--- src/sv/lwt_pkg.sv ---
// ----------------------------------------------------------------------------
// lwt_pkg
// shared types and constants of the lock wait table with deadlock flag
// ----------------------------------------------------------------------------
package lwt_pkg;

  // field widths
  localparam int unsigned KEY_W   = 64;
  localparam int unsigned COUNT_W = 16;
  localparam int unsigned ENTRY_W = KEY_W + COUNT_W;

  // default table size
  localparam int unsigned DEF_TABLE_ENTRIES = 64;

  // count codes
  localparam logic [COUNT_W-1:0] COUNT_MIN  = {1'b1, {(COUNT_W-1){1'b0}}};
  localparam logic [COUNT_W-1:0] COUNT_ZERO = '0;
  localparam logic [COUNT_W-1:0] COUNT_NEG1 = '1;

  // commands
  localparam logic CMD_LOCK   = 1'b0;
  localparam logic CMD_UNLOCK = 1'b1;

  // controller states
  typedef enum logic [1:0] {
    ST_IDLE,
    ST_SCAN,
    ST_UPDATE,
    ST_RESP
  } state_e;

  // one result item
  typedef struct packed {
    logic found;
    logic deadlock;
    logic table_full;
  } res_t;

endpackage

--- src/sv/lwt_ctrl.sv ---
// ----------------------------------------------------------------------------
// lwt_ctrl
// search sequencer: scans filled entries, updates the count or inserts a new entry, builds the result
// ----------------------------------------------------------------------------
module lwt_ctrl #(
  parameter int unsigned TABLE_ENTRIES = lwt_pkg::DEF_TABLE_ENTRIES,
  localparam int unsigned IDX_W = $clog2(TABLE_ENTRIES),
  localparam int unsigned CNT_W = $clog2(TABLE_ENTRIES + 1)
) (
  input  logic                        clk_i,
  input  logic                        rst_ni,
  // input item
  input  logic                        in_valid_i,
  output logic                        in_stall_o,
  input  logic                        cmd_i,
  input  logic [lwt_pkg::KEY_W-1:0]   lock_id_i,
  // memory port
  output logic                        rd_en_o,
  output logic [IDX_W-1:0]            rd_addr_o,
  input  logic [lwt_pkg::ENTRY_W-1:0] rd_data_i,
  output logic                        wr_en_o,
  output logic [IDX_W-1:0]            wr_addr_o,
  output logic [lwt_pkg::ENTRY_W-1:0] wr_data_o,
  // result toward the output register
  output logic                        res_valid_o,
  output lwt_pkg::res_t               res_o,
  input  logic                        res_stall_i
);

  localparam logic [CNT_W-1:0] FULL_FILL = CNT_W'(TABLE_ENTRIES);

  lwt_pkg::state_e state_q, state_d;

  // control state
  logic [CNT_W-1:0] fill_q, fill_d;
  logic [CNT_W-1:0] nonneg_q, nonneg_d;
  logic [CNT_W-1:0] issue_q, issue_d;
  logic             pend_q, pend_d;
  logic             hit_q, hit_d;
  lwt_pkg::res_t    res_q, res_d;

  // item payload
  logic                        cmd_q, cmd_d;
  logic [lwt_pkg::KEY_W-1:0]   key_q, key_d;
  logic [IDX_W-1:0]            pend_idx_q, pend_idx_d;
  logic [IDX_W-1:0]            hit_idx_q, hit_idx_d;
  logic [lwt_pkg::COUNT_W-1:0] hit_cnt_q, hit_cnt_d;

  logic                        key_match;
  logic                        cnt_nonpos;

  assign key_match  = pend_q &&
                      (rd_data_i[lwt_pkg::ENTRY_W-1 -: lwt_pkg::KEY_W] == key_q);
  assign cnt_nonpos = hit_cnt_q[lwt_pkg::COUNT_W-1] || (hit_cnt_q == lwt_pkg::COUNT_ZERO);

  // next state, memory control and update
  always_comb begin
    state_d    = state_q;
    fill_d     = fill_q;
    nonneg_d   = nonneg_q;
    issue_d    = issue_q;
    pend_d     = 1'b0;
    hit_d      = hit_q;
    res_d      = res_q;
    cmd_d      = cmd_q;
    key_d      = key_q;
    pend_idx_d = pend_idx_q;
    hit_idx_d  = hit_idx_q;
    hit_cnt_d  = hit_cnt_q;
    rd_en_o    = 1'b0;
    rd_addr_o  = issue_q[IDX_W-1:0];
    wr_en_o    = 1'b0;
    wr_addr_o  = hit_idx_q;
    wr_data_o  = {key_q, hit_cnt_q};
    in_stall_o = 1'b1;
    res_valid_o = 1'b0;

    unique case (state_q)
      lwt_pkg::ST_IDLE: begin
        in_stall_o = 1'b0;
        if (in_valid_i) begin
          cmd_d   = cmd_i;
          key_d   = lock_id_i;
          issue_d = '0;
          hit_d   = 1'b0;
          state_d = lwt_pkg::ST_SCAN;
        end
      end

      lwt_pkg::ST_SCAN: begin
        priority if (key_match) begin
          // matching entry read back last cycle
          hit_d     = 1'b1;
          hit_idx_d = pend_idx_q;
          hit_cnt_d = rd_data_i[lwt_pkg::COUNT_W-1:0];
          state_d   = lwt_pkg::ST_UPDATE;
        end else if (issue_q < fill_q) begin
          // next filled entry
          rd_en_o    = 1'b1;
          pend_d     = 1'b1;
          pend_idx_d = issue_q[IDX_W-1:0];
          issue_d    = issue_q + CNT_W'(1);
        end else begin
          hit_d   = 1'b0;
          state_d = lwt_pkg::ST_UPDATE;
        end
      end

      lwt_pkg::ST_UPDATE: begin
        res_d.found      = hit_q;
        res_d.deadlock   = 1'b0;
        res_d.table_full = 1'b0;
        if (cmd_q == lwt_pkg::CMD_LOCK) begin
          if (hit_q) begin
            // decrement, saturating at the minimum
            if (hit_cnt_q != lwt_pkg::COUNT_MIN) begin
              wr_en_o   = 1'b1;
              wr_data_o = {key_q, hit_cnt_q - lwt_pkg::COUNT_W'(1)};
              if (hit_cnt_q == lwt_pkg::COUNT_ZERO && nonneg_q != '0) begin
                nonneg_d = nonneg_q - CNT_W'(1);
              end
            end
          end else if (fill_q != FULL_FILL) begin
            // insert at the lowest free entry
            wr_en_o   = 1'b1;
            wr_addr_o = fill_q[IDX_W-1:0];
            wr_data_o = {key_q, lwt_pkg::COUNT_ZERO};
            fill_d    = fill_q + CNT_W'(1);
            nonneg_d  = nonneg_q + CNT_W'(1);
          end else begin
            res_d.table_full = 1'b1;
          end
          res_d.deadlock = (nonneg_d == '0);
        end else if (hit_q && cnt_nonpos) begin
          // unlock increments only a held or waited lock
          wr_en_o   = 1'b1;
          wr_data_o = {key_q, hit_cnt_q + lwt_pkg::COUNT_W'(1)};
          if (hit_cnt_q == lwt_pkg::COUNT_NEG1) begin
            nonneg_d = nonneg_q + CNT_W'(1);
          end
        end
        state_d = lwt_pkg::ST_RESP;
      end

      lwt_pkg::ST_RESP: begin
        res_valid_o = 1'b1;
        if (!res_stall_i) begin
          state_d = lwt_pkg::ST_IDLE;
        end
      end

      default: state_d = lwt_pkg::ST_IDLE;
    endcase
  end

  assign res_o = res_q;

  // control registers
  always_ff @(posedge clk_i or negedge rst_ni) begin
    if (!rst_ni) begin
      state_q  <= lwt_pkg::ST_IDLE;
      fill_q   <= '0;
      nonneg_q <= '0;
      issue_q  <= '0;
      pend_q   <= 1'b0;
      hit_q    <= 1'b0;
      res_q    <= '0;
    end else begin
      state_q  <= state_d;
      fill_q   <= fill_d;
      nonneg_q <= nonneg_d;
      issue_q  <= issue_d;
      pend_q   <= pend_d;
      hit_q    <= hit_d;
      res_q    <= res_d;
    end
  end

  // item payload registers
  always_ff @(posedge clk_i) begin
    cmd_q      <= cmd_d;
    key_q      <= key_d;
    pend_idx_q <= pend_idx_d;
    hit_idx_q  <= hit_idx_d;
    hit_cnt_q  <= hit_cnt_d;
  end

endmodule

--- config.mk ---
export PLATFORM = sky130hd
export DESIGN_NAME = lwt_ctrl
export DESIGN_NICKNAME = d
export VERILOG_FILES = /design/src/sv/lwt_pkg.sv /design/src/sv/lwt_ctrl.sv
export SDC_FILE = /design/constraint.sdc
export NUM_CORES = 1
export LEC_CHECK = 0
export BUFFER_PORTS_ARGS = -buffer_cell sky130_fd_sc_hd__clkbuf_2
export CORE_MARGIN = 3
export CORE_UTILIZATION = 45
export CTS_CLUSTER_SIZE = 12
export DETAILED_ROUTE_END_ITERATION = 6
export PLACE_DENSITY = 0.74
export SKIP_CTS_REPAIR_TIMING = 1
export SYNTH_ARGS = -nofsm -noshare
export SYNTH_HDL_FRONTEND = slang
export SYNTH_SLANG_ARGS = --single-unit
--- constraint.sdc ---
create_clock -name clk_i -period 5.65 [get_ports clk_i]
set_input_delay 1.13 -clock clk_i [delete_from_list [all_inputs] [get_ports clk_i]]
set_output_delay 1.13 -clock clk_i [all_outputs]
set_load 0.02 [all_outputs]
* Yosys cells after proc, flatten, opt, wreduce, memory -nomap -nowiden *
Index checks and enable logic that the tools add are counted.

word-level totals
  flip-flop bits (word level) = 121
  input bits = 149
  output and inout bits = 99
  logic and storage cells = 101

operators by class
  add/sub/neg operators = 6
  magnitude comparators = 1
  equality and inequality tests = 14
  muxes and demuxes = 46
  bitwise gates (word level) = 3
  reductions and logical operators = 17

operators with widths
  kind                                                   number
  2-to-1 mux 16 bit                                      6
  2-to-1 mux 7 bit                                       12
  equality test 64 bit                                   1
  2-to-1 mux 6 bit                                       4
  adder 7 x 1 -> 7 bit, second input constant            3
  adder 16 x 1 -> 16 bit, second input constant          1
  equality test 16 bit, second input constant            1
  zero test 16 bit                                       1
  2-to-1 mux 1 bit                                       16
  inequality test 16 bit, second input constant          1
  subtractor 16 x 1 -> 16 bit, second input constant     1
  case mux 7 bit (2 select lines)                        1
  AND reduction 3 bit                                    4
  2-to-1 mux 2 bit                                       5
  inequality test 2 bit, second input constant           4
  case mux 2 bit (4 select lines)                        1
  AND reduction 4 bit                                    2
  zero test 7 bit                                        1
  less-than comparator 7 bit                             1
  inequality test 7 bit, second input constant           1
  nonzero test 7 bit                                     1
  subtractor 7 x 1 -> 7 bit, second input constant       1
  equality test 2 bit, second input constant             2
  inequality test 2 x 1 -> 1 bit, second input constant  2
  other kinds (9)                                        14

* Depth between registers and ports, before layout *
  depth after elaboration = 9
  depth in mapped cells = 9
  mapped depth without buffers = 9

* Least setup slack after synthesis *
Ideal clock, no wire load.

  path type = input-to-output
  from = input rd_data_i[19] (netlist bit)
  to = output rd_en_o
  data arrival time = 2679 ps
  data required time = 4520 ps
  setup slack = 1841 ps
  cell stages on the path = 7
  path buffers = 1
  path through = xnor2_1 > o221ai_1 > or4_1 > nor4_2 > and4_4 > buf_6 > nor2_1

between the ends
  longest elaborated chain between the ends = 4

ends and longest elaborated chain
  element               line            source
  start: declaration    lwt_ctrl.sv:20  input logic [lwt_pkg::ENTRY_W-1:0] rd_data_i,
  equality test 64 bit  lwt_ctrl.sv:53  (rd_data_i[lwt_pkg::ENTRY_W-1 -: lwt_pkg::KEY_W] == key_q);
  logical AND 1 bit     lwt_ctrl.sv:52  assign key_match = pend_q &&
  2-to-1 mux 1 bit      lwt_ctrl.sv:91  priority if (key_match) begin
  2-to-1 mux 1 bit      lwt_ctrl.sv:78  unique case (state_q)
  end: declaration      lwt_ctrl.sv:18  output logic rd_en_o,

No other way between the ends.

* Worst setup path in the final report *
Ends and elaborated chain as after synthesis.

==> results.ini <==
[critical_path]
reg2reg_from=key_q[3]$_DFFE_PP_
critPathLaunchType=input pin
critPathKind=in -> out
cp-end-kind=output port
ff2ff_setup_slack_ns=2.42
cp.required_ns=4.52
worstPathMaxFanout=13
arrival_ns=3.19
r2r_end=hit_cnt_q[14]$_DFFE_PP_
worstSetupStartpoint=rd_data_i[19]
crit_end=rd_en_o
reg2regPathDepth=6

[timing]
period_share_pct=76.4
worst_slew_pin_slew_ns=1.08
fin_skew_ns=0.00928
setup_ws_ns=1.33
maxSlewHeadroom_pct=28.3
rsz0062_at_grt=false
post-route-min-period_ns=4.32
finalSetupViolations=0
setup_tns_ns=0
maxSlewViolCount=0
hold_viol=0
max_freq_mhz=232

[global_routing]
grt_pass1_wl_um=29400
grt_pass1_vias=5796
antenna_found_initial=0
grt_usage_pct=22.8
overflow=0
grt_max_degree=37

[synth]
syn_nets=787
synth-warning-count=0
syn_area_per_cell_um2=10.9
ys.flop_type=edfxtp_1
synth-seq-cells=121
ys_seq_area_share_pct=51.6
synthCells=619
synthesis.area_um2=6770
synth.distinct_cells=76
synth_enable_flop_cells=93
synthArstFlopShare_pct=23.1

[clock_network]
worstSkewPairLatency_ns=0.41
cts.sinks=121
clk_pin_slew_worst_paths_ns=0.06
clock_path_buffers=2
cts_made_buffers=17
cts_tree=done
cts_root_buffer=clkbuf_16
cts_htree_levels=4

[floorplanning]
io_pins=248
dieArea_um2=16600
die_w_um=129
num_rows=44
die_h_um=129
core_um2=14600
start_util_pct=46.2

[route]
drcViolationCount=0
drt_iter0_drc=331
wl_per_cell_um=17.9
vias=5771
routed_via_density=5.46
final_antenna_net_count=0
dr.pass1.iters=4
wl_um=18900

[flow_run]
drv_cap=0

[final_layout]
diodes=0
multi_input_area_um2=3010
seq_area_um2=3490
fillCellCount=1277
nNetsFinal=1028
layout-drive-gt1-share_pct=35.4
synthToLayoutAreaGrowth_pct=28.6

[pwr]
p_per_area_nw_per_um2=395
fin_total_pwr_mw=3.44
vdd_drop_max_mv=0.239
leakage_nw=3.71

[run_status]
status=finished clean

[placement]
place_congestion=0.899
port_buffers=247
place_ws_ns=1.32
hpwl_um=14900

[min_path]
min_path_type=reg -> reg

## area by class of cell
| class | instances | area share [%] |
|---|---|---|
| repair buffers | 252 | 14.6 |
| clock inverters | 15 | 1.74 |
| flip-flops and latches | 121 | 40.1 |
| multi-input cells | 435 | 34.6 |
| clock buffers | 17 | 4.89 |
| well taps | 184 | 2.64 |
| inverters | 33 | 1.42 |
## power breakdown
group / total [mW] / leakage, nW / switching, mW / internal [mW]
Combinational: 1.09 / 2.23 / 0.671 / 0.419
Sequential: 1.30 / 1.21 / 0.154 / 1.15
Clock: 1.05 / 0.271 / 0.399 / 0.648
## cells by family (layout without fill, tap and decap cells)
logic type	Yosys count	after routing	share of synthesized area, %
muxes	9	9	1.48
and+or+nand+nor	233	233	19.5
adders and majority gates	19	19	3.51
DFF	121	121	51.6
buffers and inverters	63	317	3.99
xor gates and xnor gates	59	59	7.63
AOI/OAI and AO/OA	115	115	12.3
## state kept, by name, summed over array words and instances (netlist names)
name        count
issue_q         7
pend_idx_q      6
hit_idx_q       6
nonneg_q        7
key_q          64
state_q         2
cmd_q           1
pend_q          1
res_o           3
hit_q           1
fill_q          7
hit_cnt_q      16
## synthesized netlist by cell type, types with 3 or more instances
cell type | number | area share [%]
nor2b_1 | 4 | 0.37
a21o_1 | 3 | 0.33
o22ai_1 | 5 | 0.46
buf_2 | 3 | 0.22
mux2i_1 | 4 | 0.59
edfxtp_1 | 93 | 41
a22o_1 | 7 | 0.91
a22oi_1 | 5 | 0.55
clkbuf_1 | 20 | 1.1
a32oi_1 | 3 | 0.39
nor4_1 | 15 | 1.4
nand2_1 | 34 | 1.9
ha_1 | 19 | 3.5
inv_1 | 33 | 1.8
nand3_1 | 27 | 2.0
nand2b_1 | 34 | 3.1
o21ai_0 | 25 | 1.8
xnor2_1 | 25 | 3.2
xor2_1 | 34 | 4.4
a21oi_1 | 19 | 1.4
and2_1 | 5 | 0.46
a31oi_1 | 5 | 0.46
o211ai_1 | 9 | 1.0
and3_1 | 6 | 0.55
nor2_1 | 39 | 2.2
buf_4 | 6 | 0.67
or4_1 | 4 | 0.44
mux2_2 | 3 | 0.50
nand4_1 | 25 | 2.3
nor3_1 | 18 | 1.3
dfrtp_1 | 28 | 10
nor4_2 | 4 | 0.74
## worst min path at each step
stage	slack, ns	end	start	depth (start not counted)
floorplan	0.40	hit_idx_q[0]$_DFFE_PP_	pend_idx_q[0]$_DFFE_PP_	0
global placement	0.40	hit_idx_q[5]$_DFFE_PP_	pend_idx_q[5]$_DFFE_PP_	0
detailed placement	0.41	hit_idx_q[3]$_DFFE_PP_	pend_idx_q[3]$_DFFE_PP_	0
CTS	0.41	hit_idx_q[3]$_DFFE_PP_	pend_idx_q[3]$_DFFE_PP_	0
global route	0.42	hit_idx_q[2]$_DFFE_PP_	pend_idx_q[2]$_DFFE_PP_	0
finish	0.42	hit_idx_q[0]$_DFFE_PP_	pend_idx_q[0]$_DFFE_PP_	0
## layout by cell type (no fill, tap or decap), drive strengths merged, types with 4 or more instances in the layout
cell / n
mux2: 5
or4: 6
nand2b: 34
o21ai: 27
and3: 6
nand2: 34
xnor2: 25
nor4: 20
o22ai: 5
dfrtp: 28
mux2i: 4
and2: 6
edfxtp: 93
clkinvlp: 4
inv: 36
a22oi: 5
clkbuf: 264
ha: 19
nand4: 25
xor2: 34
clkinv: 6
o211ai: 10
a21oi: 19
buf: 5
nor2b: 4
nor2: 39
nor3: 18
a31oi: 5
a22o: 7
nand3: 27
## worst max-delay path: stages
cell and delay (ns):
clkbuf_2 0.09, xnor2_1 0.14, o221ai_1 0.14, or4_1 0.59, nor4_2 0.32, and4_4 0.38
nor2_1 0.06, buf_4 0.18, clkbuf_2 0.16
## through the flow
stage               hold WS, ns  instances  area [µm²]  util, %
finish                    0.415       1057        8710     59.5
CTS                       0.415       1057        8710     59.5
global route              0.419       1057        8710     59.5
detailed placement        0.405       1025        8130     55.5
floorplan                 0.400        619        6770        -
global placement          0.401       1025        8130     55.5
## layer usage
metal	share of wire (%)	GRT usage [%]	wire length [µm]
met1	37	25.8	6950
met2	52	39.4	9820
met3	8.3	8.59	1570
met4	2.8	8.46	536
met5	0	0	0
No activity file was read; power rests on OpenSTA's default activity.
